[config.mk]
export PLATFORM = sky130hd
export DESIGN_NAME = rgb_threshold_raster_print_packer_flat
export DESIGN_NICKNAME = d
export VERILOG_FILES = /design/src/rtpp_pkg.sv /design/src/rtpp_req_if.sv /design/src/rtpp_rsp_if.sv /design/src/rtpp_csr_if.sv /design/src/rtpp_dot_core.sv /design/src/rgb_threshold_raster_print_packer.sv /design/src/flat_wrapper.sv
export SDC_FILE = /design/constraint.sdc
export NUM_CORES = 1
export LEC_CHECK = 0
export BUFFER_PORTS_ARGS = -buffer_cell sky130_fd_sc_hd__buf_2
export CAP_MARGIN = 20
export CORE_ASPECT_RATIO = 1.25
export CORE_MARGIN = 2
export CORE_UTILIZATION = 60
export CTS_BUF_LIST = sky130_fd_sc_hd__clkbuf_16
export DETAILED_ROUTE_END_ITERATION = 8
export PLACE_DENSITY = 0.86
export SLEW_MARGIN = 20
export SYNTH_ARGS = -nofsm -noshare
export SYNTH_HDL_FRONTEND = slang
export SYNTH_HIERARCHICAL = 1
export SYNTH_SLANG_ARGS = --single-unit
[constraint.sdc]
create_clock -name clock -period 8 [get_ports clock]
set_clock_uncertainty 0.15 [all_clocks]
set_input_delay 0.8 -clock clock [delete_from_list [all_inputs] [get_ports clock]]
set_output_delay 0.8 -clock clock [all_outputs]
set_load 0.005 [all_outputs]
[src/rtpp_pkg.sv]
// ----------------------------------------------------------------------------
// rtpp_pkg
// Shared constants and types of the RGB threshold raster print packer.
// ----------------------------------------------------------------------------
`default_nettype none

package rtpp_pkg;

   localparam int COORD_WIDTH_DEF = 16;

   localparam int CSR_IDX_W  = 3;
   localparam int CSR_DATA_W = 16;
   localparam int COLOR_W    = 8;
   localparam int BYTE_W     = 8;

   localparam logic [CSR_IDX_W-1:0] REG_IMAGE_WIDTH    = 3'd0;
   localparam logic [CSR_IDX_W-1:0] REG_IMAGE_HEIGHT   = 3'd1;
   localparam logic [CSR_IDX_W-1:0] REG_GRAY_THRESHOLD = 3'd2;
   localparam logic [CSR_IDX_W-1:0] REG_LINE_SPACING   = 3'd3;
   localparam logic [CSR_IDX_W-1:0] REG_FEED_LINES     = 3'd4;

   localparam int                WIDTH_RESET     = 400;
   localparam int                HEIGHT_RESET    = 1;
   localparam logic [BYTE_W-1:0] THRESHOLD_RESET = 8'd128;
   localparam logic [BYTE_W-1:0] SPACING_RESET   = 8'd24;
   localparam logic [BYTE_W-1:0] FEED_RESET      = 8'd5;

   // luma weights, scaled by LUMA_SCALE
   localparam int LUMA_W = 18;
   localparam logic [9:0] LUMA_R     = 10'd299;
   localparam logic [9:0] LUMA_G     = 10'd587;
   localparam logic [9:0] LUMA_B     = 10'd114;
   localparam logic [9:0] LUMA_SCALE = 10'd1000;

   // printer command bytes
   localparam logic [BYTE_W-1:0] CMD_ESC     = 8'h1B;
   localparam logic [BYTE_W-1:0] CMD_INIT    = 8'h40;
   localparam logic [BYTE_W-1:0] CMD_SPACING = 8'h33;
   localparam logic [BYTE_W-1:0] CMD_GS      = 8'h1D;
   localparam logic [BYTE_W-1:0] CMD_RASTER  = 8'h76;
   localparam logic [BYTE_W-1:0] CMD_RAS_FN  = 8'h30;
   localparam logic [BYTE_W-1:0] CMD_RAS_MD  = 8'h00;
   localparam logic [BYTE_W-1:0] CMD_FEED    = 8'h64;

   // positions in the byte run of one pixel
   localparam int SEQ_W = 5;
   localparam logic [SEQ_W-1:0] SEQ_INIT_0    = 5'd0;
   localparam logic [SEQ_W-1:0] SEQ_INIT_1    = 5'd1;
   localparam logic [SEQ_W-1:0] SEQ_SPC_0     = 5'd2;
   localparam logic [SEQ_W-1:0] SEQ_SPC_1     = 5'd3;
   localparam logic [SEQ_W-1:0] SEQ_SPC_ARG   = 5'd4;
   localparam logic [SEQ_W-1:0] SEQ_HDR_0     = 5'd5;
   localparam logic [SEQ_W-1:0] SEQ_HDR_1     = 5'd6;
   localparam logic [SEQ_W-1:0] SEQ_HDR_2     = 5'd7;
   localparam logic [SEQ_W-1:0] SEQ_HDR_3     = 5'd8;
   localparam logic [SEQ_W-1:0] SEQ_BPL_LO    = 5'd9;
   localparam logic [SEQ_W-1:0] SEQ_BPL_HI    = 5'd10;
   localparam logic [SEQ_W-1:0] SEQ_HGT_LO    = 5'd11;
   localparam logic [SEQ_W-1:0] SEQ_HGT_HI    = 5'd12;
   localparam logic [SEQ_W-1:0] SEQ_DOT       = 5'd13;
   localparam logic [SEQ_W-1:0] SEQ_FEED_0    = 5'd14;
   localparam logic [SEQ_W-1:0] SEQ_FEED_1    = 5'd15;
   localparam logic [SEQ_W-1:0] SEQ_FEED_ARG  = 5'd16;

   localparam logic KIND_CMD = 1'b0;
   localparam logic KIND_DOT = 1'b1;

   typedef struct packed {
      logic              pre;
      logic              dot;
      logic [BYTE_W-1:0] dot_byte;
      logic              feed;
   } rtpp_event_type;

endpackage

`default_nettype wire

[src/rtpp_req_if.sv]
// ----------------------------------------------------------------------------
// rtpp_req_if
// Pixel input channel: valid/ready with one RGB pixel.
// ----------------------------------------------------------------------------
`default_nettype none

interface rtpp_req_if;
   import rtpp_pkg::*;

   logic               valid;
   logic               ready;
   logic [COLOR_W-1:0] pixel_red;
   logic [COLOR_W-1:0] pixel_green;
   logic [COLOR_W-1:0] pixel_blue;

   modport source (output valid, output pixel_red, output pixel_green,
                   output pixel_blue, input ready);
   modport sink   (input valid, input pixel_red, input pixel_green,
                   input pixel_blue, output ready);
endinterface

`default_nettype wire

[src/rtpp_rsp_if.sv]
// ----------------------------------------------------------------------------
// rtpp_rsp_if
// Byte output channel: valid/ready with one printer stream byte and flags.
// ----------------------------------------------------------------------------
`default_nettype none

interface rtpp_rsp_if;
   import rtpp_pkg::*;

   logic              valid;
   logic              ready;
   logic [BYTE_W-1:0] out_byte;
   logic              byte_kind;
   logic              last_of_run;
   logic              job_done;

   modport source (output valid, output out_byte, output byte_kind,
                   output last_of_run, output job_done, input ready);
   modport sink   (input valid, input out_byte, input byte_kind,
                   input last_of_run, input job_done, output ready);
endinterface

`default_nettype wire

[src/rtpp_csr_if.sv]
// ----------------------------------------------------------------------------
// rtpp_csr_if
// Register write channel: valid/ready with register index and data.
// ----------------------------------------------------------------------------
`default_nettype none

interface rtpp_csr_if;
   import rtpp_pkg::*;

   logic                  valid;
   logic                  ready;
   logic [CSR_IDX_W-1:0]  reg_index;
   logic [CSR_DATA_W-1:0] reg_data;

   modport source (output valid, output reg_index, output reg_data, input ready);
   modport sink   (input valid, input reg_index, input reg_data, output ready);
endinterface

`default_nettype wire

[src/rtpp_dot_core.sv]
// ----------------------------------------------------------------------------
// rtpp_dot_core
// Luma threshold, dot packing and row/job position tracking for one pixel.
// ----------------------------------------------------------------------------
`default_nettype none

module rtpp_dot_core #(
   parameter int COORD_WIDTH = rtpp_pkg::COORD_WIDTH_DEF
) (
   input  wire logic                           clock,
   input  wire logic                           reset,
   input  wire logic                           fire,
   input  wire logic [rtpp_pkg::COLOR_W-1:0]   red,
   input  wire logic [rtpp_pkg::COLOR_W-1:0]   green,
   input  wire logic [rtpp_pkg::COLOR_W-1:0]   blue,
   input  wire logic [rtpp_pkg::BYTE_W-1:0]    threshold,
   input  wire logic [COORD_WIDTH-1:0]         width,
   input  wire logic [COORD_WIDTH-1:0]         height,
   output      rtpp_pkg::rtpp_event_type       ev,
   output      logic                           ev_empty
);
   import rtpp_pkg::*;

   logic [COORD_WIDTH-1:0] col_ff, col_in;
   logic [COORD_WIDTH-1:0] row_ff, row_in;
   logic [BYTE_W-1:0]      acc_ff, acc_in;
   logic                   started_ff, started_in;

   logic                   start;
   logic [COORD_WIDTH-1:0] col_base, col_inc, row_base, row_inc;
   logic [BYTE_W-1:0]      acc_base, acc_set;
   logic [LUMA_W-1:0]      luma_sum, thr_scaled;
   logic                   dark, row_end, dot_emit, job_end;

   // luma < thr  <=>  weighted sum < thr * scale
   assign luma_sum   = LUMA_W'(red) * LUMA_W'(LUMA_R) + LUMA_W'(green) * LUMA_W'(LUMA_G)
                     + LUMA_W'(blue) * LUMA_W'(LUMA_B);
   assign thr_scaled = LUMA_W'(threshold) * LUMA_W'(LUMA_SCALE);
   assign dark       = luma_sum < thr_scaled;

   always_comb begin
      start    = !started_ff;
      col_base = start ? '0 : col_ff;
      row_base = start ? '0 : row_ff;
      acc_base = start ? '0 : acc_ff;
      acc_set  = acc_base | (dark ? (8'h80 >> col_base[2:0]) : 8'h00);
      col_inc  = col_base + 1'b1;
      row_end  = col_inc == width;
      dot_emit = (col_inc[2:0] == 3'd0) || row_end;
      row_inc  = row_base + 1'b1;
      job_end  = row_end && (row_inc == height);

      col_in     = row_end ? '0 : col_inc;
      row_in     = row_end ? (job_end ? '0 : row_inc) : row_base;
      acc_in     = dot_emit ? '0 : acc_set;
      started_in = !job_end;

      ev.pre      = start;
      ev.dot      = dot_emit;
      ev.dot_byte = acc_set;
      ev.feed     = job_end;
      ev_empty    = !start && !dot_emit;
   end

   always_ff @(posedge clock) begin
      if (reset) begin
         col_ff     <= '0;
         row_ff     <= '0;
         acc_ff     <= '0;
         started_ff <= 1'b0;
      end else if (fire) begin
         col_ff     <= col_in;
         row_ff     <= row_in;
         acc_ff     <= acc_in;
         started_ff <= started_in;
      end
   end

endmodule

`default_nettype wire

[src/rgb_threshold_raster_print_packer.sv]
// ----------------------------------------------------------------------------
// rgb_threshold_raster_print_packer
// Packs RGB pixels into a 1-bit raster printer byte stream with preamble and
// closing feed command.
// ----------------------------------------------------------------------------
//  channel   dir  payload
//  req_chan  in   pixel_red, pixel_green, pixel_blue
//  rsp_chan  out  out_byte, byte_kind, last_of_run, job_done
//  csr_chan  in   reg_index, reg_data
//
//  One pixel per cycle while rsp is ready and each pixel yields at most one byte.
//  The first pixel of a job also emits the preamble, the last of a job the
//  feed command; the output register moves one byte per cycle while rsp is ready.
//  Path: input register -> luma/pack logic -> byte sequencer -> output reg.
//  Reset clears positions and valids; registers return to their defaults.
//  rsp stalls back up through the sequencer; csr is always ready.
// ----------------------------------------------------------------------------
`default_nettype none

module rgb_threshold_raster_print_packer #(
   parameter int COORD_WIDTH = rtpp_pkg::COORD_WIDTH_DEF
) (
   input wire logic  clock,
   input wire logic  reset,
   rtpp_req_if.sink   req_chan,
   rtpp_rsp_if.source rsp_chan,
   rtpp_csr_if.sink   csr_chan
);
   import rtpp_pkg::*;

   localparam int WSUM_W = COORD_WIDTH + 17;
   localparam int HEXT_W = COORD_WIDTH + 16;

   // configuration
   logic [COORD_WIDTH-1:0] width_ff, height_ff;
   logic [BYTE_W-1:0]      thr_ff, spacing_ff, feed_ff;
   logic [HEXT_W-1:0]      csr_ext;
   logic                   csr_wr;

   assign csr_chan.ready = 1'b1;
   assign csr_wr  = csr_chan.valid && csr_chan.ready;
   assign csr_ext = {{COORD_WIDTH{1'b0}}, csr_chan.reg_data};

   always_ff @(posedge clock) begin
      if (reset) begin
         width_ff   <= COORD_WIDTH'(WIDTH_RESET);
         height_ff  <= COORD_WIDTH'(HEIGHT_RESET);
         thr_ff     <= THRESHOLD_RESET;
         spacing_ff <= SPACING_RESET;
         feed_ff    <= FEED_RESET;
      end else if (csr_wr) begin
         case (csr_chan.reg_index)
            REG_IMAGE_WIDTH:    width_ff   <= csr_ext[COORD_WIDTH-1:0];
            REG_IMAGE_HEIGHT:   height_ff  <= csr_ext[COORD_WIDTH-1:0];
            REG_GRAY_THRESHOLD: thr_ff     <= csr_chan.reg_data[BYTE_W-1:0];
            REG_LINE_SPACING:   spacing_ff <= csr_chan.reg_data[BYTE_W-1:0];
            REG_FEED_LINES:     feed_ff    <= csr_chan.reg_data[BYTE_W-1:0];
            default: ;
         endcase
      end
   end

   // input register
   logic               in_valid_ff;
   logic [COLOR_W-1:0] red_ff, green_ff, blue_ff;
   logic               consume, req_xfer;

   rtpp_event_type ev;
   logic           ev_empty;

   // byte sequencer and output register
   logic              em_valid_ff;
   logic [SEQ_W-1:0]  em_idx_ff;
   logic              em_dot_ff, em_feed_ff;
   logic [BYTE_W-1:0] em_byte_ff;
   logic              out_load, em_take, em_last, nxt_valid;
   logic [SEQ_W-1:0]  nxt_idx;

   logic              rsp_valid_ff;
   logic [BYTE_W-1:0] rsp_byte_ff, rsp_byte_in;
   logic              rsp_kind_ff, rsp_kind_in;
   logic              rsp_last_ff, rsp_done_ff, rsp_done_in;

   logic [WSUM_W-1:0] wsum;
   logic [HEXT_W-1:0] hext;

   assign out_load = !rsp_valid_ff || rsp_chan.ready;
   assign em_last  = !nxt_valid;
   assign em_take  = !em_valid_ff || (out_load && em_last);
   assign consume  = in_valid_ff && (ev_empty || em_take);
   assign req_chan.ready = !in_valid_ff || consume;
   assign req_xfer = req_chan.valid && req_chan.ready;

   always_ff @(posedge clock) begin
      if (reset) begin
         in_valid_ff <= 1'b0;
      end else if (req_chan.ready) begin
         in_valid_ff <= req_chan.valid;
      end
   end

   always_ff @(posedge clock) begin
      if (req_xfer) begin
         red_ff   <= req_chan.pixel_red;
         green_ff <= req_chan.pixel_green;
         blue_ff  <= req_chan.pixel_blue;
      end
   end

   rtpp_dot_core #(
      .COORD_WIDTH (COORD_WIDTH)
   ) u_dot_core (
      .clock     (clock),
      .reset     (reset),
      .fire      (consume),
      .red       (red_ff),
      .green     (green_ff),
      .blue      (blue_ff),
      .threshold (thr_ff),
      .width     (width_ff),
      .height    (height_ff),
      .ev        (ev),
      .ev_empty  (ev_empty)
   );

   assign wsum = {17'd0, width_ff} + WSUM_W'(7);
   assign hext = {16'd0, height_ff};

   always_comb begin
      nxt_valid = 1'b1;
      nxt_idx   = em_idx_ff + 1'b1;
      case (em_idx_ff)
         SEQ_HGT_HI: begin
            nxt_valid = em_dot_ff;
            nxt_idx   = SEQ_DOT;
         end
         SEQ_DOT:      nxt_valid = em_feed_ff;
         SEQ_FEED_ARG: nxt_valid = 1'b0;
         default: ;
      endcase
   end

   always_comb begin
      rsp_kind_in = KIND_CMD;
      rsp_done_in = 1'b0;
      case (em_idx_ff)
         SEQ_INIT_0:   rsp_byte_in = CMD_ESC;
         SEQ_INIT_1:   rsp_byte_in = CMD_INIT;
         SEQ_SPC_0:    rsp_byte_in = CMD_ESC;
         SEQ_SPC_1:    rsp_byte_in = CMD_SPACING;
         SEQ_SPC_ARG:  rsp_byte_in = spacing_ff;
         SEQ_HDR_0:    rsp_byte_in = CMD_GS;
         SEQ_HDR_1:    rsp_byte_in = CMD_RASTER;
         SEQ_HDR_2:    rsp_byte_in = CMD_RAS_FN;
         SEQ_HDR_3:    rsp_byte_in = CMD_RAS_MD;
         SEQ_BPL_LO:   rsp_byte_in = wsum[10:3];
         SEQ_BPL_HI:   rsp_byte_in = wsum[18:11];
         SEQ_HGT_LO:   rsp_byte_in = hext[7:0];
         SEQ_HGT_HI:   rsp_byte_in = hext[15:8];
         SEQ_DOT: begin
            rsp_byte_in = em_byte_ff;
            rsp_kind_in = KIND_DOT;
         end
         SEQ_FEED_0:   rsp_byte_in = CMD_ESC;
         SEQ_FEED_1:   rsp_byte_in = CMD_FEED;
         SEQ_FEED_ARG: begin
            rsp_byte_in = feed_ff;
            rsp_done_in = 1'b1;
         end
         default:      rsp_byte_in = CMD_RAS_MD;
      endcase
   end

   always_ff @(posedge clock) begin
      if (reset) begin
         em_valid_ff <= 1'b0;
      end else if (consume && !ev_empty) begin
         em_valid_ff <= 1'b1;
      end else if (em_valid_ff && out_load) begin
         em_valid_ff <= nxt_valid;
      end
   end

   always_ff @(posedge clock) begin
      if (consume && !ev_empty) begin
         em_idx_ff  <= ev.pre ? SEQ_INIT_0 : SEQ_DOT;
         em_dot_ff  <= ev.dot;
         em_byte_ff <= ev.dot_byte;
         em_feed_ff <= ev.feed;
      end else if (em_valid_ff && out_load) begin
         em_idx_ff  <= nxt_idx;
      end
   end

   always_ff @(posedge clock) begin
      if (reset) begin
         rsp_valid_ff <= 1'b0;
      end else if (out_load) begin
         rsp_valid_ff <= em_valid_ff;
      end
   end

   always_ff @(posedge clock) begin
      if (out_load) begin
         rsp_byte_ff <= rsp_byte_in;
         rsp_kind_ff <= rsp_kind_in;
         rsp_last_ff <= em_last;
         rsp_done_ff <= rsp_done_in;
      end
   end

   assign rsp_chan.valid       = rsp_valid_ff;
   assign rsp_chan.out_byte    = rsp_byte_ff;
   assign rsp_chan.byte_kind   = rsp_kind_ff;
   assign rsp_chan.last_of_run = rsp_last_ff;
   assign rsp_chan.job_done    = rsp_done_ff;

   a_seq_range: assert property (@(posedge clock) disable iff (reset)
      em_valid_ff |-> (em_idx_ff <= SEQ_FEED_ARG))
      else $error("sequencer index out of range");

   a_done_last: assert property (@(posedge clock) disable iff (reset)
      (rsp_valid_ff && rsp_done_ff) |-> (rsp_last_ff && rsp_kind_ff == KIND_CMD))
      else $error("job end byte not last of its run");

   a_seq_hold: assert property (@(posedge clock) disable iff (reset)
      (em_valid_ff && !out_load) |=> (em_valid_ff && $stable(em_idx_ff)))
      else $error("sequencer moved while output stalled");

   a_no_drop: assert property (@(posedge clock) disable iff (reset)
      (consume && !ev_empty) |-> em_take)
      else $error("pixel run loaded over a busy sequencer");

endmodule

`default_nettype wire
[src/flat_wrapper.sv]
// flat-port wrapper written by rule: the top's interface ports become plain ports
module rgb_threshold_raster_print_packer_flat import rtpp_pkg::*;
#(
   parameter int COORD_WIDTH = rtpp_pkg::COORD_WIDTH_DEF
)
  (clock, reset, req_chan_valid, req_chan_pixel_red, req_chan_pixel_green, req_chan_pixel_blue, req_chan_ready, rsp_chan_valid, rsp_chan_out_byte, rsp_chan_byte_kind, rsp_chan_last_of_run, rsp_chan_job_done, rsp_chan_ready, csr_chan_valid, csr_chan_reg_index, csr_chan_reg_data, csr_chan_ready);
  rtpp_req_if req_chan_i ();
  rtpp_rsp_if rsp_chan_i ();
  rtpp_csr_if csr_chan_i ();
  input wire logic clock;
  input wire logic reset;
  input wire logic [$bits(req_chan_i.valid)-1:0] req_chan_valid;
  input wire logic [$bits(req_chan_i.pixel_red)-1:0] req_chan_pixel_red;
  input wire logic [$bits(req_chan_i.pixel_green)-1:0] req_chan_pixel_green;
  input wire logic [$bits(req_chan_i.pixel_blue)-1:0] req_chan_pixel_blue;
  output wire logic [$bits(req_chan_i.ready)-1:0] req_chan_ready;
  output wire logic [$bits(rsp_chan_i.valid)-1:0] rsp_chan_valid;
  output wire logic [$bits(rsp_chan_i.out_byte)-1:0] rsp_chan_out_byte;
  output wire logic [$bits(rsp_chan_i.byte_kind)-1:0] rsp_chan_byte_kind;
  output wire logic [$bits(rsp_chan_i.last_of_run)-1:0] rsp_chan_last_of_run;
  output wire logic [$bits(rsp_chan_i.job_done)-1:0] rsp_chan_job_done;
  input wire logic [$bits(rsp_chan_i.ready)-1:0] rsp_chan_ready;
  input wire logic [$bits(csr_chan_i.valid)-1:0] csr_chan_valid;
  input wire logic [$bits(csr_chan_i.reg_index)-1:0] csr_chan_reg_index;
  input wire logic [$bits(csr_chan_i.reg_data)-1:0] csr_chan_reg_data;
  output wire logic [$bits(csr_chan_i.ready)-1:0] csr_chan_ready;
  assign req_chan_i.valid = req_chan_valid;
  assign req_chan_i.pixel_red = req_chan_pixel_red;
  assign req_chan_i.pixel_green = req_chan_pixel_green;
  assign req_chan_i.pixel_blue = req_chan_pixel_blue;
  assign req_chan_ready = req_chan_i.ready;
  assign rsp_chan_valid = rsp_chan_i.valid;
  assign rsp_chan_out_byte = rsp_chan_i.out_byte;
  assign rsp_chan_byte_kind = rsp_chan_i.byte_kind;
  assign rsp_chan_last_of_run = rsp_chan_i.last_of_run;
  assign rsp_chan_job_done = rsp_chan_i.job_done;
  assign rsp_chan_i.ready = rsp_chan_ready;
  assign csr_chan_i.valid = csr_chan_valid;
  assign csr_chan_i.reg_index = csr_chan_reg_index;
  assign csr_chan_i.reg_data = csr_chan_reg_data;
  assign csr_chan_ready = csr_chan_i.ready;
  rgb_threshold_raster_print_packer #(.COORD_WIDTH(COORD_WIDTH)) u_core (.clock(clock), .reset(reset), .req_chan(req_chan_i), .rsp_chan(rsp_chan_i), .csr_chan(csr_chan_i));
endmodule
* After elaboration in Yosys (flattened, before gate mapping) *
Cells that the tools add are included.

storage, ports and cells
  bits in registers = 150
  bits of input ports = 48
  output and inout bits = 14

operators by class
  order comparisons = 1
  multiplexer cells = 18
  add/sub/neg operators = 6
  shift operators = 1
  equal/unequal tests = 21
  bitwise operators = 1
  reductions and logical operators = 29
  multipliers = 4

operators by type and width
  operator                                                               count
  8-bit case mux with 14 select lines                                    1
  16-bit 2-to-1 mux                                                      5
  5-bit by 4-bit equality test with 1-bit output, second input constant  7
  16-bit by 1-bit adder with 16-bit output, second input constant        2
  16-bit equality test                                                   2
  8-bit 2-to-1 mux                                                       3
  5-bit by 3-bit equality test with 1-bit output, second input constant  4
  17-bit by 18-bit adder with 18-bit output                              1
  18-bit by 15-bit adder with 18-bit output                              1
  18-bit < comparator                                                    1
  8-bit by 10-bit multiplier with 18-bit output, second input constant   1
  16-bit by 3-bit adder with 17-bit output, second input constant        1
  8-bit by 9-bit multiplier with 17-bit output, second input constant    1
  8-bit by 7-bit multiplier with 15-bit output, second input constant    1
  5-bit 2-to-1 mux                                                       3
  8-bit by 6-bit multiplier with 14-bit output, second input constant    1
  5-bit by 2-bit equality test with 1-bit output, second input constant  2
  2-bit AND reduction                                                    5
  8-bit OR                                                               1
  8-bit by 3-bit right shift with 8-bit output, first input constant     1
  1-bit logical AND                                                      7
  1-bit zero test                                                        7
  3-bit by 2-bit equality test with 1-bit output, second input constant  2
  3-bit zero test                                                        2
  12 further kinds                                                       19

* Depth between registers and ports, before layout *
Gate-level depths: netlist (run 1).

  depth after elaboration = 10
  depth in mapped cells = 33

* Modules after synthesis *
The synthesis (run 1) kept the hierarchy.

modules (own cells, without submodules)
  module                             cells each  instances  area an instance (um^2)
  rtpp_dot_core                      1101        1          9325.2
  rgb_threshold_raster_print_packer  494         1          4753.3

* Least setup slack after synthesis (run 1) *
Ideal clock, no wire load.

  kind = reg-to-reg
  start point = register u_core.blue_ff[0]
  end point = register u_core.u_dot_core.acc_ff[1]
  path slack = 0.757 ns
  arrival = 7.034 ns
  library setup time = 0.059 ns
  buffers on the path = 0
  stages on the path, launching flop included = 28
  path through = edfxtp_1 fa_1 inv_1 fa_1 inv_1 ha_1 ha_1 inv_1 fa_1 xnor2_1 ha_1 fa_1 inv_1 fa_1 fa_1 inv_1 ha_1 a21o_1 a31o_2 a311o_1 a31oi_1 o21bai_1 xor2_1 ha_1 o21ai_0 a2bb2oi_1 a32o_1 a22o_1

RTL lines
  element                 line                                      RTL
  from (decl)             rgb_threshold_raster_print_packer.sv:65   logic [COLOR_W-1:0] red_ff, green_ff, blue_ff;
  from (signal assigned)  rgb_threshold_raster_print_packer.sv:106  blue_ff <= req_chan.pixel_blue;
  to (signal assigned)    rtpp_dot_core.sv:74                       acc_ff <= acc_in;
  to (decl)               rtpp_dot_core.sv:26                       logic [BYTE_W-1:0] acc_ff, acc_in;

==> results.md, run 1 <==
* Status: finished clean
* Synth unique cells at 90
* Routed Antenna Nets at 0
* FF-to-FF End: u_core/u_dot_core/acc_ff[2]
* Initial antenna violation count at 0
* P_leak at 6.68 nW
* CTS sink count at 150
* Tot Pwr at 5.75 mW
* Worst Hold Launch: u_core/spacing_ff[7]
* CTS tree: built
* Post-route setup TNS at 0 ns
* Main flop type after synthesis: dfxtp_1
* Reg2Reg Depth at 33
* Rel. slew slack at 32.8%
* Gate power share at 71.1%
* Slew Limit Fails at 0
* Wire length of the first global-routing pass at 59.2 mm
* CP arrival at 7.91 ns
* Int Power at 3.10 mW
* Cts hold-fix bufs at 0
* Largest net degree at the start of global routing at 99
* Psw at 2.65 mW
* Endpoints failing hold at 0
* Port buffer count at 60
* # DRC at 0
* WL final at 37.3 mm
* Worst R2R Setup Slack at 0.27 ns
* Fmax at 129 MHz
* Design area at 15,100 um2
* Via count at 12,000
* Peak supply drop at 484 uV
* Grt ovf at 0
* Largest buffer count on any clock path at 2
* Mapped Area at 14,100 um2
* Power density over the cells at 381 nW/um2
* 1st-pass router iterations at 6
* Post-Syn Area per Cell at 8.83 um2
* Hold Path Stages at 2
* Initial core utilization at 61.1%
* CP endpoint kind: register
* Tmin final at 7.73 ns
* Clk Tree Root Cell: clkbuf_16
* Clk Latency, worst-skew pair at 0.44 ns
* Core Box Area at 23,000 um2
* Clock power frac at 13.2%
* CP Launch Type: register
* DP Wirelength at 27.1 mm
* Max cap viols at 0
* Antenna diodes at 0
* Post-Synthesis Cells at 1,595
* Cell Area, Placed at 14,400 um2
* Power share of the sequential group at 15.7%
* Crit path kind: register to register
* Die area at 24,700 um2
* R2R Path Start: u_core/blue_ff[1]
* Worst Hold End: u_core/spacing_ff[7]
* Share of cells above drive strength 1 at 9.15%
* Nets at 1,921
* Vias in the first global route at 11,900
* Min-Delay Path Class: register to register
* EDFF count, synth at 50
* Area added between synthesis and finish at 7.11%
* Cts bufs inserted at 17
* Filler instances at 1,740
* Die X at 141 um
* I/O pin count at 62
* H-Tree Depth at 4
* Gpl congestion at 0.952
* YS warnings at 6
* Vias per cell at 6.24
* Rows at 62
* Async SR Flop Fraction at 0%
* Worst EP required at 8.18 ns
* Total GRT Usage at 30.2%
* # setup viols final at 0
* Crit-path max cell delay at 0.56 ns
* Clock transition at the registers of the reported paths at 0.06 ns
* 1st-iter DRT viols at 1,219
* Slowest stage cell, crit path: fa_1
* Sw frac at 46.0%
* Period utilisation layout at 96.6%
* Die Ht at 175 um
* Seq/Total Area, Yosys at 24.9%
* Seq cells post-synth at 150
* Wirelength per Cell at 19.5 um
* Synth Net Count at 1,900
* CP Max Fanout at 8
* Worst slew pin tran at 1.01 ns
-- cell usage after synthesis (all sizes together) (18+ instances only) --
| master | instances | share of area, % |
|---|---|---|
| dfxtp | 100 | 14 |
| nand2 | 209 | 5.6 |
| nand3 | 35 | 1.2 |
| and3 | 21 | 0.93 |
| nor2b | 20 | 0.89 |
| o21ai | 55 | 2.0 |
| xor2 | 31 | 1.9 |
| ha | 163 | 14 |
| clkbuf | 38 | 1.0 |
| nor3 | 28 | 1.0 |
| a21oi | 97 | 3.4 |
| inv | 210 | 5.6 |
| buf | 29 | 1.4 |
| edfxtp | 50 | 11 |
| nand4 | 25 | 1.2 |
| xnor2 | 48 | 3.0 |
| fa | 94 | 13 |
| nor2 | 62 | 1.7 |
| nand2b | 18 | 0.80 |
-- sequential cells by signal, indices dropped and copies added, names as in the netlist, 16 cells and up --
signal / flops
u_core/height_ff: 16
u_core/u_dot_core/col_ff: 16
u_core/u_dot_core/row_ff: 16
u_core/width_ff: 16
-- power groups by stage --
stage | sequential, mW | clock, mW | combinational [mW]
2_1_floorplan | 0.881 | 0 | 2.97
3_3_place_gp | 0.916 | 0 | 3.54
3_5_place_dp | 0.917 | 0 | 3.70
4_1_cts | 0.901 | 0.763 | 3.80
5_1_grt | 0.906 | 0.789 | 4.62
6_report | 0.903 | 0.756 | 4.09
-- layout make-up --
type | count | area (um2) | area share, %
well taps | 288 | 360 | 2.39
flip-flops and latches | 150 | 3500 | 23.2
clock buffers | 18 | 450 | 2.99
clock inverters | 14 | 86.3 | 0.573
multi-input cells | 1168 | 9520 | 63.1
inverters | 210 | 788 | 5.23
repair buffers | 69 | 368 | 2.44
-- worst max-delay path by stage --
stage / start / end / slack (ns) / depth (start not counted)
2_1_floorplan: u_core/blue_ff[0] / u_core/u_dot_core/acc_ff[1] / 0.76 / 27
4_1_cts: u_core/blue_ff[1] / u_core/u_dot_core/acc_ff[2] / 0.13 / 30
3_5_place_dp: u_core/blue_ff[0] / u_core/u_dot_core/acc_ff[7] / 0.07 / 28
5_1_grt: u_core/blue_ff[1] / u_core/u_dot_core/acc_ff[2] / -0.07 / 32
3_3_place_gp: u_core/blue_ff[0] / u_core/u_dot_core/acc_ff[7] / 0.30 / 28
6_report: u_core/blue_ff[1] / u_core/u_dot_core/acc_ff[2] / 0.27 / 33
-- routing by layer --
metal	routed length (um)	global-route usage (%)	vias to the layer above
li1	-	-	5534
met1	13900	34.7	5727
met2	18900	54.1	558
met3	2230	4.01	145
met4	2270	17.2	0
met5	0	0	-
-- critical path, delay by kind of cell (launching register included) --
family	cells	cell delay, ns
and+or+nand+nor	5	0.60
AOI/OAI and AO/OA	10	1.72
xor gates and xnor gates	1	0.14
adders and majority gates	10	3.91
DFF	1	0.47
buffers and inverters	7	0.60
-- layout by cell type, fill, tap and decap left out, types with 7 or more instances in the layout --
| cell type | Yosys | layout |
|---|---|---|
| inv_1 | 208 | 212 |
| nand2_1 | 207 | 207 |
| ha_1 | 163 | 159 |
| dfxtp_1 | 100 | 99 |
| fa_1 | 94 | 94 |
| a21oi_1 | 97 | 92 |
| nor2_1 | 62 | 61 |
| buf_2 | 13 | 60 |
| edfxtp_1 | 50 | 50 |
| xnor2_1 | 48 | 48 |
| o21ai_0 | 49 | 46 |
| nand3_1 | 35 | 35 |
| xor2_1 | 31 | 31 |
| nor3_1 | 28 | 26 |
| nand4_1 | 24 | 24 |
| and3_1 | 21 | 21 |
| nor2b_1 | 20 | 20 |
| clkbuf_16 | 0 | 18 |
| nand2b_1 | 18 | 18 |
| nand3b_1 | 17 | 17 |
| o211ai_1 | 16 | 16 |
| a21o_1 | 15 | 15 |
| mux2i_1 | 14 | 14 |
| and2_1 | 15 | 14 |
| a22oi_1 | 10 | 10 |
| nor4_1 | 10 | 10 |
| a211oi_1 | 10 | 10 |
| buf_4 | 9 | 9 |
| o21ai_1 | 5 | 8 |
| a31oi_1 | 8 | 8 |
| or3_1 | 8 | 8 |
| or2_2 | 7 | 7 |
| nor4b_1 | 7 | 7 |
-- what timing repair did --
item,4_1_cts,5_1_grt
endpoints found under the setup margin,11,16
pin swaps,0,5
resized for setup,1,19
buffers inserted,0,5
-- kinds of logic after synthesis --
group | synth area share, %
adders and majority gates | 27.9
muxes | 1.08
AOI/OAI and AO/OA | 14.2
DFF | 24.9
buffers and inverters | 8.08
xor gates and xnor gates | 5.08
and+or+nand+nor | 18.8
other | 0.0266
-- per-stage QoR --
stage / instances / setup WS [ns] / utilization [%] / hold slack, ns
after global placement: 1880 / 0.303 / 62.6 / 0.285
after floorplan: 1595 / 0.757 / - / 0.276
after CTS: 1912 / 0.131 / 65.0 / 0.313
after global routing: 1917 / -0.0692 / 65.5 / 0.329
after detailed placement: 1880 / 0.0699 / 62.6 / 0.301
final: 1917 / 0.272 / 65.5 / 0.324
(Power assumes the default switching activity.)
==> inputs of run 2 (changes only) <==
- ABC_AREA: unset -> 1
- PLACE_DENSITY: 0.86 -> 0.74
==> run 2 against run 1 <==
Cell count increased by 13%. Sequential power decreased by 1%. Non-clock buffer count increased by 1. Die area decreased by 1.1%. Clock power increased by 6.3%. First-iteration DRC count decreased by 29%. Combinational power decreased by 8.6%. Clock-buffer cell count increased by 2. Largest cell class unchanged.
==> results.md, run 2 <==
* Seq cells post-synth at 150 (unchanged)
* CP arrival at 7.72 ns (was 7.91 ns)
* Mapped Area at 13,900 um2 (was 14,100 um2)
* Vias in the first global route at 11,800 (was 11,900)
* Routed Antenna Nets at 0 (unchanged)
* Most used cell, CP: fa_1
* Most instantiated cells after synthesis: nand2_1 (351), inv_1 (325), nor2_1 (173) (was inv_1 (208), nand2_1 (207), ha_1 (163))
* Crit-path max cell delay at 0.56 ns (about the same)
* # DRC at 0 (unchanged)
* Power share of the sequential group at 16.4% (was 15.7%)
* CTS sink count at 150 (unchanged)
* Min-Delay Path Class: register to register (unchanged)
* Setup bufs post-CTS at 0 (unchanged)
* DP Wirelength at 27.8 mm (was 27.1 mm)
* Vias per cell at 5.55 (was 6.24)
* Crit path launch: u_core/blue_ff[0] (was u_core/blue_ff[1])
* Worst setup slack after layout at 0.479 ns (was 0.272 ns)
* WHS at 0.310 ns (was 0.324 ns)
* Worst R2R Setup Slack at 0.48 ns (was 0.27 ns)
* Max cap viols at 0 (unchanged)
* R2R Path Start: u_core/blue_ff[0] (was u_core/blue_ff[1])
* YS warnings at 6 (unchanged)
* Gate power share at 68.8% (was 71.1%)
* Clk Tree Root Cell: clkbuf_16 (unchanged)
* Post-Synthesis Cells at 1,815 (was 1,595)
* Grt ovf at 0 (unchanged)
* Psw at 2.58 mW (was 2.65 mW)
* Die Ht at 174 um (was 175 um)
* Tmin final at 7.52 ns (was 7.73 ns)
* Pre-CTS WS at 0.232 ns (was 0.0699 ns)
* Synth area leader: ha_1 (unchanged)
* WL final at 35.6 mm (was 37.3 mm)
* Antenna diodes at 0 (unchanged)
* FF-to-FF End: u_core/u_dot_core/acc_ff[4] (was u_core/u_dot_core/acc_ff[2])
* Int Power at 2.86 mW (was 3.10 mW)
* CTS tree: built (unchanged)
* H-Tree Depth at 4 (unchanged)
* Design area at 15,000 um2 (was 15,100 um2)
* Period utilisation layout at 94.0% (was 96.6%)
* Initial antenna violation count at 0 (unchanged)
* Commonest non-fill, non-tap cell in the layout: nand2_1 (was inv_1)
* Total GRT Usage at 29.9% (was 30.2%)
* Power density over the cells at 362 nW/um2 (was 381 nW/um2)
* Post-Syn Area per Cell at 7.67 um2 (was 8.83 um2)
* Slew Limit Fails at 0 (unchanged)
* Status: finished clean (unchanged)
* Largest net degree at the start of global routing at 58 (was 99)
* Rows at 62 (unchanged)
* Cell Area, Placed at 14,400 um2 (about the same)
* Most frequent cells in the layout: nand2_1 (351), inv_1 (325), nor2_1 (173) (was inv_1 (212), nand2_1 (207), ha_1 (159))
* Share of cells above drive strength 1 at 8.25% (was 9.15%)
* Clk Latency, worst-skew pair at 0.43 ns (was 0.44 ns)
* Crit path kind: register to register (unchanged)
* Wire length of the first global-routing pass at 57.6 mm (was 59.2 mm)
* Seq/Total Area, Yosys at 25.2% (was 24.9%)
* Gpl congestion at 0.942 (was 0.952)
* Hold Path Stages at 2 (unchanged)
* Rel. slew slack at 33.4% (was 32.8%)
* I/O pin count at 62 (unchanged)
* Slowest stage cell, crit path: fa_1 (unchanged)
* Post-route setup TNS at 0 ns (unchanged)
* Main flop type after synthesis: dfxtp_1 (unchanged)
* Initial core utilization at 60.8% (was 61.1%)
* Clock power frac at 14.8% (was 13.2%)
* Worst slew pin tran at 0.998 ns (was 1.01 ns)
* Worst EP required at 8.20 ns (was 8.18 ns)
* Wirelength per Cell at 16.4 um (was 19.5 um)
* CP Max Fanout at 8 (unchanged)
* Top post-synthesis cells by area: ha_1 (15%), dfxtp_1 (14%), fa_1 (14%) (was ha_1 (14%), dfxtp_1 (14%), fa_1 (13%))
* P_leak at 7.70 nW (was 6.68 nW)
* Top-count cell post-synth: nand2_1 (was inv_1)
* Peak supply drop at 534 uV (was 484 uV)
* Die area at 24,400 um2 (was 24,700 um2)
* RSZ-0062 raised after global routing: no
* Core Box Area at 22,900 um2 (was 23,000 um2)
* # setup viols final at 0 (unchanged)
* Worst Setup EP: u_core/u_dot_core/acc_ff[4] (was u_core/u_dot_core/acc_ff[2])
* Async SR Flop Fraction at 0% (unchanged)
* Synth unique cells at 49 (was 90)
* Sw frac at 47.4% (was 46.0%)
* Largest buffer count on any clock path at 2 (unchanged)
* EDFF count, synth at 50 (unchanged)
* Synth Net Count at 2,120 (was 1,900)
* Core Util, Final at 65.7% (was 65.5%)
* Die X at 140 um (was 141 um)
* Share of Yosys cell area claimed by the top area cell type at 14.7% (was 14.5%)
* CP endpoint kind: register (unchanged)
* Cts bufs inserted at 17 (unchanged)
* Clock transition at the registers of the reported paths at 0.06 ns (about the same)
* Fmax at 133 MHz (was 129 MHz)
* Port buffer count at 60 (unchanged)
* Endpoints failing hold at 0 (unchanged)
* 1st-pass router iterations at 5 (was 6)
* Reg2Reg Depth at 33 (unchanged)
* Nets at 2,170 (was 1,921)
* Via count at 12,000 (about the same)
* 1st-iter DRT viols at 864 (was 1,219)
* Cts hold-fix bufs at 0 (unchanged)
* Post-CTS sizing at 0 (was 1)
* Area added between synthesis and finish at 8.02% (was 7.11%)
* CP Launch Type: register (unchanged)
run 2: cell type report:
class,count,area [um2]
multi-input combinational,1289,8940
sequential,150,3500
clock buffer,20,500
inverter,337,1270
tap,288,360
timing repair buffer,70,375
fill,2006,7850
clock inverter,12,88.8
run 2: stage by stage:
step,power [mW],instances
6_report,5.44,2166
5_1_grt,6.06,2166
4_1_cts,5.37,2166
3_5_place_dp,4.54,2134
3_3_place_gp,4.40,2134
2_1_floorplan,3.70,1815
run 2: logic make-up (layout without fill, tap and decap cells):
group	Yosys count	in the layout	share of synthesized area (%)
DFF	150	150	25.2
other	1	1	0.0269
AOI/OAI and AO/OA	226	226	8.64
buffers and inverters	376	439	10.7
xor gates and xnor gates	44	44	2.97
adders and majority gates	257	257	28.2
and+or+nand+nor	761	761	24.3
run 2: power by group through the flow:
stage               Sequential [mW]  Clock, mW  Combinational [mW]
finish                        0.893      0.804                3.74
global route                  0.899      0.847                4.32
global placement              0.908          0                3.49
CTS                           0.893      0.816                3.67
floorplan                     0.890          0                2.81
detailed placement            0.910          0                3.63
run 2: worst min path at each step:
stage                           end                 start  slack [ns]
4_1_cts        u_core/spacing_ff[7]  u_core/spacing_ff[7]        0.31
3_3_place_gp   u_core/spacing_ff[3]  u_core/spacing_ff[3]        0.29
6_report       u_core/spacing_ff[3]  u_core/spacing_ff[3]        0.31
5_1_grt        u_core/spacing_ff[7]  u_core/spacing_ff[7]        0.33
2_1_floorplan  u_core/spacing_ff[2]  u_core/spacing_ff[2]        0.27
3_5_place_dp   u_core/spacing_ff[3]  u_core/spacing_ff[3]        0.30
run 2: layer usage:
layer	global-route usage, %	share of wire, %
met1	34.5	39
met2	53.4	51
met3	3.55	4.7
met4	16.8	5.6
met5	0	0
run 2: critical path: cells and delay by family, from the launching register on:
family	cells	cell delay, ns
buf+inv	7	0.56
compound gates	8	1.09
simple gates	5	0.41
xor+xnor	2	0.40
fa+ha+maj	11	4.36
flops	1	0.47
==> inputs of run 3 (changes only) <==
- BUFFER_PORTS_ARGS: -buffer_cell sky130_fd_sc_hd__buf_2 -> -buffer_cell sky130_fd_sc_hd__buf_4
==> run 3 against run 2 <==
Critical path depth shrank 3. Via count shrank 0.12%. Sequential share of layout area decreased by 0.28 points. Clock-buffer cell count rose by 1. Cell count decreased by 0.23%. Critical endpoint unchanged.
==> results.md, run 3 (synthesis gave the netlist of run 2 again) <==
* Vias in the first global route at 12,000 (was 11,800)
* Tot Pwr at 5.44 mW (about the same)
* Crit path kind: register to register (unchanged)
* Core Box Area at 22,900 um2 (unchanged)
* Area added between synthesis and finish at 9.32% (was 8.02%)
* Port buffer count at 60 (unchanged)
* Worst Hold Launch: u_core/spacing_ff[2] (was u_core/spacing_ff[3])
* Worst Hold End: u_core/spacing_ff[2] (was u_core/spacing_ff[3])
* FF-to-FF End: u_core/u_dot_core/acc_ff[4] (unchanged)
* DP Wirelength at 27.9 mm (was 27.8 mm)
* Gpl congestion at 0.952 (was 0.942)
* CP Max Fanout at 8 (unchanged)
* R2R Path Start: u_core/blue_ff[0] (unchanged)
* WL final at 35.7 mm (was 35.6 mm)
* Final non-filler cell total at 2,161 (was 2,166)
* Cts bufs inserted at 17 (unchanged)
* Power density over the cells at 358 nW/um2 (was 362 nW/um2)
* Most frequent cells in the layout: nand2_1 (351), inv_1 (326), nor2_1 (173) (was nand2_1 (351), inv_1 (325), nor2_1 (173))
* Filler instances at 1,994 (was 2,006)
* Status: finished clean (unchanged)
* Rel. slew slack at 34.7% (was 33.4%)
* Worst R2R Setup Slack at 0.45 ns (was 0.48 ns)
* Antenna diodes at 0 (unchanged)
* Tmin final at 7.55 ns (was 7.52 ns)
* Routed Antenna Nets at 0 (unchanged)
* Fmax at 132 MHz (was 133 MHz)
* Min-Delay Path Class: register to register (unchanged)
* Total GRT Usage at 30.2% (was 29.9%)
* Reg2Reg Depth at 30 (was 33)
* # setup viols final at 0 (unchanged)
* CP arrival at 7.70 ns (was 7.72 ns)
* Die X at 140 um (unchanged)
* Nets at 2,167 (was 2,170)
* CTS tree: built (unchanged)
* Worst slew pin tran at 0.978 ns (was 0.998 ns)
* Largest net degree at the start of global routing at 55 (was 58)
* CP endpoint kind: register (unchanged)
* Clock transition at the registers of the reported paths at 0.06 ns (about the same)
* Largest buffer count on any clock path at 2 (unchanged)
* Via count at 12,000 (about the same)
* Worst EP required at 8.14 ns (was 8.20 ns)
* Peak supply drop at 406 uV (was 534 uV)
* Die Ht at 174 um (unchanged)
* CP Launch Type: register (unchanged)
* Vias per cell at 5.56 (was 5.55)
* Share of cells above drive strength 1 at 8.01% (was 8.25%)
* I/O pin count at 62 (unchanged)
* Initial core utilization at 60.8% (unchanged)
* Grt ovf at 0 (unchanged)
* # DRC at 0 (unchanged)
* Cells after DPL at 2,131 (was 2,134)
* H-Tree Depth at 4 (unchanged)
* Endpoints failing hold at 0 (unchanged)
* Clk Latency, worst-skew pair at 0.43 ns (about the same)
* Commonest non-fill, non-tap cell in the layout: nand2_1 (unchanged)
* Clk Tree Root Cell: clkbuf_16 (unchanged)
* Initial antenna violation count at 0 (unchanged)
* Slowest stage cell, crit path: fa_1 (unchanged)
* Cts hold-fix bufs at 0 (unchanged)
* 1st-pass router iterations at 9 (was 5)
* Max cap viols at 0 (unchanged)
* Period utilisation layout at 94.4% (was 94.0%)
* Buffer and inverter count on the worst path at 6 (was 7)
* Die area at 24,400 um2 (unchanged)
* Rows at 62 (unchanged)
* Slew Limit Fails at 0 (unchanged)
* Setup bufs post-CTS at 0 (unchanged)
* Wire length of the first global-routing pass at 58.6 mm (was 57.6 mm)
* Wirelength per Cell at 16.5 um (was 16.4 um)
* Crit-path max cell delay at 0.57 ns (was 0.56 ns)
* P_leak at 7.77 nW (was 7.70 nW)
* Top delay family on crit path: adder cells (unchanged)
* Post-CTS sizing at 0 (unchanged)
* Hold Path Stages at 2 (unchanged)
* CTS sink count at 150 (unchanged)
* 1st-iter DRT viols at 782 (was 864)
==> run 3: worst max path at each step <==
stage	from	to	slack, ns	cells after the start
6_report	u_core/blue_ff[0]	u_core/u_dot_core/acc_ff[4]	0.45	30
3_3_place_gp	u_core/blue_ff[0]	u_core/u_dot_core/acc_ff[1]	0.43	32
5_1_grt	u_core/blue_ff[0]	u_core/u_dot_core/acc_ff[0]	-0.005	30
3_5_place_dp	u_core/blue_ff[0]	u_core/u_dot_core/acc_ff[1]	0.30	32
4_1_cts	u_core/blue_ff[0]	u_core/u_dot_core/acc_ff[7]	0.28	33
2_1_floorplan	u_core/blue_ff[0]	u_core/u_dot_core/acc_ff[5]	0.78	31
==> run 3: final cells by class <==
cell class / instances / area, um2 / share of cell area [%]
Clock buffer: 21 / 526 / 3.45
Clock inverter: 9 / 116 / 0.765
Inverter: 337 / 1270 / 8.33
Multi-Input combinational cell: 1289 / 8940 / 58.7
Sequential cell: 150 / 3500 / 23.0
Tap cell: 288 / 360 / 2.37
Timing Repair Buffer: 67 / 503 / 3.31
==> run 3: layer usage <==
metal | track usage [%] | vias to the layer above | part of all wire [%]
met2 | 54.4 | 362 | 52
met3 | 4.08 | 88 | 4.5
met4 | 15.4 | 0 | 5.0
met1 | 35.1 | 5643 | 39
met5 | 0 | - | 0
li1 | - | 5913 | -
==> run 3: power by group <==
group / leakage (nW) / total (mW) / internal (mW) / switching (mW)
Clock: 0.324 / 0.884 / 0.558 / 0.327
Sequential: 1.32 / 0.893 / 0.844 / 0.0487
Combinational: 6.12 / 3.66 / 1.54 / 2.12
Total: 7.77 / 5.44 / 2.95 / 2.50
==> run 3: worst register-to-register path: cells and delay by family, from the launching register on <==
family	cells	cell delay (ns)
adders and majority gates	11	4.30
DFF	1	0.46
buffers and inverters	6	0.31
and+or+nand+nor	6	0.70
AOI/OAI and AO/OA	5	1.08
xor gates and xnor gates	2	0.43
==> run 3: per-stage QoR <==
| step | utilization, % | hold slack, ns | cell area [um2] | TNS (ns) | worst slack (ns) |
|---|---|---|---|---|---|
| floorplan | - | 0.275 | 13900 | 0 | 0.775 |
| global placement | 63.6 | 0.289 | 14600 | 0 | 0.432 |
| detailed placement | 63.6 | 0.296 | 14600 | 0 | 0.304 |
| CTS | 66.4 | 0.306 | 15200 | 0 | 0.279 |
| global route | 66.5 | 0.333 | 15200 | -0.00595 | -0.00500 |
| finish | 66.5 | 0.304 | 15200 | 0 | 0.446 |
